$ cat config.mk
export PLATFORM = sky130hd
export DESIGN_NAME = lsht_alu
export DESIGN_NICKNAME = d
export VERILOG_FILES = /design/src/lsht_pkg.sv /design/src/lsht_alu.sv
export SDC_FILE = /design/constraint.sdc
export NUM_CORES = 2
export LEC_CHECK = 0
export BUFFER_PORTS_ARGS = -buffer_cell sky130_fd_sc_hd__buf_2
export CELL_PAD_IN_SITES_DETAIL_PLACEMENT = 1
export CELL_PAD_IN_SITES_GLOBAL_PLACEMENT = 1
export CORE_ASPECT_RATIO = 0.8
export CORE_UTILIZATION = 50
export DETAILED_ROUTE_END_ITERATION = 8
export PLACE_DENSITY_LB_ADDON = 0.1
export SYNTH_ARGS = -nofsm -noshare
export SYNTH_HDL_FRONTEND = slang
export SYNTH_SLANG_ARGS = --single-unit
export TNS_END_PERCENT = 20
$ cat constraint.sdc
create_clock -name clk -period 13.7 [get_ports clk]
set_clock_uncertainty 0.05 [all_clocks]
set_input_delay 1.37 -clock clk [delete_from_list [all_inputs] [get_ports clk]]
set_output_delay 1.37 -clock clk [all_outputs]
set_load 0.01 [all_outputs]
$ cat src/lsht_pkg.sv
// ----------------------------------------------------------------------------
// lsht_pkg
// Shared types and constants of the line segment hit test core.
// ----------------------------------------------------------------------------
`default_nettype none

package lsht_pkg;

  // coordinate format
  localparam int COORD_W      = 20;
  localparam int COORD_FRAC   = 16;
  localparam int DIFF_W       = COORD_W + 1;
  localparam int TOL_W        = 24;
  localparam int TOL_FRAC     = 16;

  // segment table
  localparam int MAX_SEGMENTS = 256;
  localparam int IDX_W        = $clog2(MAX_SEGMENTS);
  localparam int CNT_W        = IDX_W + 1;

  // config port
  localparam int CFG_IDX_W    = 1;
  localparam int LCNT_W       = 9;

  // stream payload
  localparam int SLOT_W       = 8;
  localparam int OP_W         = 2;
  localparam int HIT_IDX_W    = 9;
  localparam int IN_DATA_W    = 128;
  localparam int OUT_DATA_W   = 16;

  // shared unit
  localparam int MUL_W        = 24;
  localparam int PROD_W       = 2 * MUL_W;
  localparam int ACC_W        = 72;
  localparam int HI_SHIFT     = 22;
  localparam int DEN_W        = 42;
  localparam int NUM_W        = 43;
  localparam int REM_W        = 64;
  localparam int QB           = 23;
  localparam int QUO_W        = QB + 1;
  localparam int STEP_W       = $clog2(QB);

  // scale factors
  localparam int LINE_SCALE2  = 40000;
  localparam int POINT_SCALE  = 2000;
  localparam int EPS_INV      = 1000;
  localparam int EPS_LIM      = ((1 << COORD_FRAC) - 1) / EPS_INV + 1;
  localparam int DIST_SH      = 2 * COORD_FRAC - TOL_FRAC;
  localparam int BOX_SH       = COORD_FRAC - TOL_FRAC;

  typedef enum logic [OP_W-1:0] {
    OP_WRITE = 2'd0,
    OP_LINE  = 2'd1,
    OP_POINT = 2'd2,
    OP_NONE  = 2'd3
  } op_t;

  typedef enum logic [CFG_IDX_W-1:0] {
    REG_LINE_COUNT = 1'd0,
    REG_PICK_TOL   = 1'd1
  } reg_idx_t;

  typedef struct packed {
    logic signed [COORD_W-1:0] by;
    logic signed [COORD_W-1:0] bx;
    logic signed [COORD_W-1:0] ay;
    logic signed [COORD_W-1:0] ax;
  } seg_t;

  typedef enum logic [2:0] {
    ALU_NOP,
    ALU_MUL,
    ALU_MAC,
    ALU_MACH,
    ALU_DIVI,
    ALU_DIVS
  } alu_op_t;

  typedef struct packed {
    alu_op_t                   op;
    logic signed [MUL_W-1:0]   a;
    logic signed [MUL_W-1:0]   b;
  } alu_ctrl_t;

endpackage

`default_nettype wire

$ cat src/lsht_alu.sv
// ----------------------------------------------------------------------------
// lsht_alu
// Shared multiply-accumulate and restoring divider, one step per cycle.
// ----------------------------------------------------------------------------
`default_nettype none

module lsht_alu (
  input  wire logic                               clk,
  input  wire lsht_pkg::alu_ctrl_t                ctrl,
  input  wire logic [lsht_pkg::DEN_W-1:0]         den,
  output logic signed [lsht_pkg::ACC_W-1:0]       acc,
  output logic signed [lsht_pkg::QUO_W-1:0]       quo
);
  import lsht_pkg::*;

  logic signed [PROD_W-1:0] prod;
  logic signed [ACC_W-1:0]  prod_ext;
  logic signed [ACC_W-1:0]  acc_abs;
  logic [REM_W-1:0]         rem;
  logic [REM_W-1:0]         dv;
  logic [REM_W:0]           diff;
  logic [QB-1:0]            q;
  logic                     neg;

  assign prod     = ctrl.a * ctrl.b;
  assign prod_ext = ACC_W'(prod);
  assign acc_abs  = acc[ACC_W-1] ? -acc : acc;
  assign diff     = {1'b0, rem} - {1'b0, dv};
  assign quo      = neg ? -$signed({1'b0, q}) : $signed({1'b0, q});

  always_ff @(posedge clk) begin
    unique case (ctrl.op)
      ALU_NOP: begin
      end
      ALU_MUL: begin
        acc <= prod_ext;
      end
      ALU_MAC: begin
        acc <= acc + prod_ext;
      end
      ALU_MACH: begin
        acc <= acc + (prod_ext <<< HI_SHIFT);
      end
      ALU_DIVI: begin
        // rounding to nearest: add half the divisor to the magnitude
        rem <= acc_abs[REM_W-1:0] + REM_W'(den >> 1);
        dv  <= REM_W'(den) << (QB - 1);
        q   <= '0;
        neg <= acc[ACC_W-1];
      end
      ALU_DIVS: begin
        if (!diff[REM_W]) begin
          rem <= diff[REM_W-1:0];
          q   <= {q[QB-2:0], 1'b1};
        end else begin
          q   <= {q[QB-2:0], 1'b0};
        end
        dv <= dv >> 1;
      end
      default: begin
      end
    endcase
  end

endmodule

`default_nettype wire

==> qor.csv <==
metric;value;unit
clk-insertion-delay-late;0.59;ns
slew_headroom;17.5;%
maxCapViolCount;0;
post_synth_mux_area_share;0.180;%
startpoint_type;input pin;
die_y;271;um
post_route_cells_drive_above_1_share;5.83;%
via_per_inst;6.02;
cts_resized;0;
synth_simple_gate_area_share;16.7;%
critPathMaxFanout;24;
holdCritPathClass;reg -> reg;
design.final.nets;6356;
clock-sinks;224;
tritoncts.num_buffers;25;
grt_antenna_before_repair;4;
grt_pass1_wl;240;mm
final_period_minus_worst_setup_slack;12.78;ns
postSynthRegisterBits;224;
grt_usage;33.7;%
seq_area_frac_synth;14.9;%
cpMaxStageDelayCell;sky130_fd_sc_hd__a311oi_1;
maximum_number_of_pins_on_one_net_before_global_route_repair;89;
fmax;78.2;MHz
tns;0;ns
route.detailed.drc;0;
timing.final.setup_violations;0;
worst_setup_path_end_kind;register;
arrival;13.13;ns
ys.flop_type;sky130_fd_sc_hd__edfxtp_1;
post_cts_buffers;0;
avgRoutedWirePerCell;24.0;um
syn_to_final_growth;5.82;%
cp_slowest_stage_delay;0.97;ns
initialDrtViolationCount;3412;
detailroute.via_count;39100;
unrepaired_setup_endpoints_after_global_routing;false;
period_share;93.3;%
grt-ovfl-total;0;
cts_tree;done;
number_of_slew_limit_violations_in_the_final_report;0;
io_pins;190;
via_count_of_the_first_global_routing_pass;40100;
yosysUniqueCellTypes;85;
synth.cell_area;45300;um^2
synth_edf_count;224;
synth_compound_area_share;16.0;%
row_count;98;
placeableCoreArea;89500;um^2
detail_route.wirelength;156;mm
worst_slew_pin_slew;1.23;ns
drt.antenna.violating_nets;0;
cts_hold_buf;0;
netlist_instances;5274;
place.gp.congestion;0.972;
h-tree-depth;1;
fp.dieW;338;um
clk_path_buf_depth;3;
dpl.hpwl;126;mm
synth_top_family_by_area;adder cells;
die_area;91800;um^2
portBuffers;189;
synth_area_in_adders;37.1;%
yosys_warnings;0;
clock_tree.root_cell;sky130_fd_sc_hd__clkbuf_16;
timing_worst_setup_path_type;in -> reg;
worst-endpoint-required;14.04;ns
fillCellCount;10600;
fin_util;53.5;%
post_synth_xor_area_fraction;6.88;%
synthesis.area_per_instance;8.59;um^2
initial_core_util;50.6;%
postSynth.asyncResetShare;0;%
path_common_cell;sky130_fd_sc_hd__fa_1;
outcome;completed;
clk_pin_slew;0.06;ns
drt-pass1-iter-count;7;
timing_hold_violations_final;0;
postSynthNetCount;6346;
cells in the mapped netlist, types with 9 or more instances:
master                       n  area, um^2
sky130_fd_sc_hd__o41ai_1    17         149
sky130_fd_sc_hd__a31oi_1    43         269
sky130_fd_sc_hd__nor2_1    274        1030
sky130_fd_sc_hd__and3_1     44         275
sky130_fd_sc_hd__or4_1       9        67.6
sky130_fd_sc_hd__or2_2      16         100
sky130_fd_sc_hd__xnor2_1   239        2090
sky130_fd_sc_hd__a31o_2     10        87.6
sky130_fd_sc_hd__o21ai_1     9        45.0
sky130_fd_sc_hd__nand4_1    57         357
sky130_fd_sc_hd__nand2b_1   42         263
sky130_fd_sc_hd__inv_1     756        2840
sky130_fd_sc_hd__nor2b_1    33         206
sky130_fd_sc_hd__a211oi_1   23         173
sky130_fd_sc_hd__a221oi_1   14         123
sky130_fd_sc_hd__o21a_1     37         278
sky130_fd_sc_hd__a21boi_0   13        97.6
sky130_fd_sc_hd__o31ai_1    36         270
sky130_fd_sc_hd__edfxtp_1  224        6730
sky130_fd_sc_hd__nand3_1    57         285
sky130_fd_sc_hd__o211ai_1   22         165
sky130_fd_sc_hd__nor3_1     53         265
sky130_fd_sc_hd__xor2_1    117        1020
sky130_fd_sc_hd__and2_1    288        1800
sky130_fd_sc_hd__or3_1      30         188
sky130_fd_sc_hd__fa_1      611       12200
sky130_fd_sc_hd__o221ai_1   11        96.3
sky130_fd_sc_hd__a21o_1    166        1250
sky130_fd_sc_hd__o21ai_0   289        1450
sky130_fd_sc_hd__a21oi_1   347        1740
sky130_fd_sc_hd__ha_1      367        4590
sky130_fd_sc_hd__clkbuf_1  227         852
sky130_fd_sc_hd__o21bai_1   43         323
sky130_fd_sc_hd__nor4_1     11        68.8
sky130_fd_sc_hd__nand2_1   604        2270
registers in the layout, summed over array words and instances, names as in the netlist:
signal and cells:
acc 72, dv 64, rem 64, q 23, neg 1
critical path: cells and delay by family:
kind	cells	cell delay, ns
adders and majority gates	9	4.50
and+or+nand+nor	5	0.97
buffers and inverters	7	1.02
xor gates and xnor gates	2	0.34
AOI/OAI and AO/OA	14	4.93
area by class of cell:
type                       count  area [um^2]  share of cell area (%)
clock buffer                  27          633                    1.32
antenna                        2         5.00                  0.0104
multi-input combinational   4062        34900                    72.8
clock inverter                15          184                   0.384
tap                         1200         1500                    3.13
sequential                   224         6730                    14.0
inverter                     757         2840                    5.93
timing repair buffer         214         1130                    2.37
cell usage in the layout (no fill, tap or decap), drive strengths merged, types with 10 or more instances in the layout:
master,n
a21boi,14
buf,214
clkinv,10
o21a,37
nand3,60
nor2b,33
a31o,10
nand4,57
o41ai,17
edfxtp,224
o21ai,298
xor2,117
o221ai,11
a21oi,347
a21o,166
o21bai,43
o211ai,22
inv,757
nor4,14
nand2b,43
xnor2,239
and2,288
a221oi,14
and3,44
fa,611
a211oi,23
clkbuf,27
or3,31
a31oi,43
nor3,57
or4,10
o31ai,36
or2,18
nand2,604
ha,367
nor2,274
worst paths after layout:
kind | endpoint | from | slack, ns | cells after the start
max reg2reg | rem[53] | acc[0] | 6.81 | 20
max | acc[50] | ctrl[7] | 0.92 | 37
min reg2reg | dv[20] | dv[21] | 0.52 | 2
min | dv[20] | dv[21] | 0.52 | 2
through the flow:
stage	cell area, um^2	hold slack [ns]	worst slack, ns	instances
after global placement	47100	0.494	0.797	6457
after CTS	47900	0.524	1.20	6499
final	47900	0.523	0.917	6501
after global routing	47900	0.547	0.459	6500
after detailed placement	47100	0.509	0.642	6457
after floorplan	45300	0.484	2.04	5274
logic make-up after synthesis:
logic type                 Yosys count
AOI/OAI and AO/OA                 1161
adders and majority gates          978
buffers and inverters              988
xor gates and xnor gates           356
muxes                                8
DFF                                224
and+or+nand+nor                   1559
routing by layer:
| layer | vias to the layer above | GRT usage [%] | share of wire, % |
|---|---|---|---|
| li1 | 17500 | - | - |
| met1 | 20000 | 51.3 | 46 |
| met2 | 1388 | 50.7 | 44 |
| met3 | 208 | 5.11 | 7.9 |
| met4 | 0 | 7.03 | 2.3 |
| met5 | - | 0 | 0 |
Power is left out: the tool's default activity adds up to more than one toggle a clock period on the data nets, which glitch-free logic cannot reach.
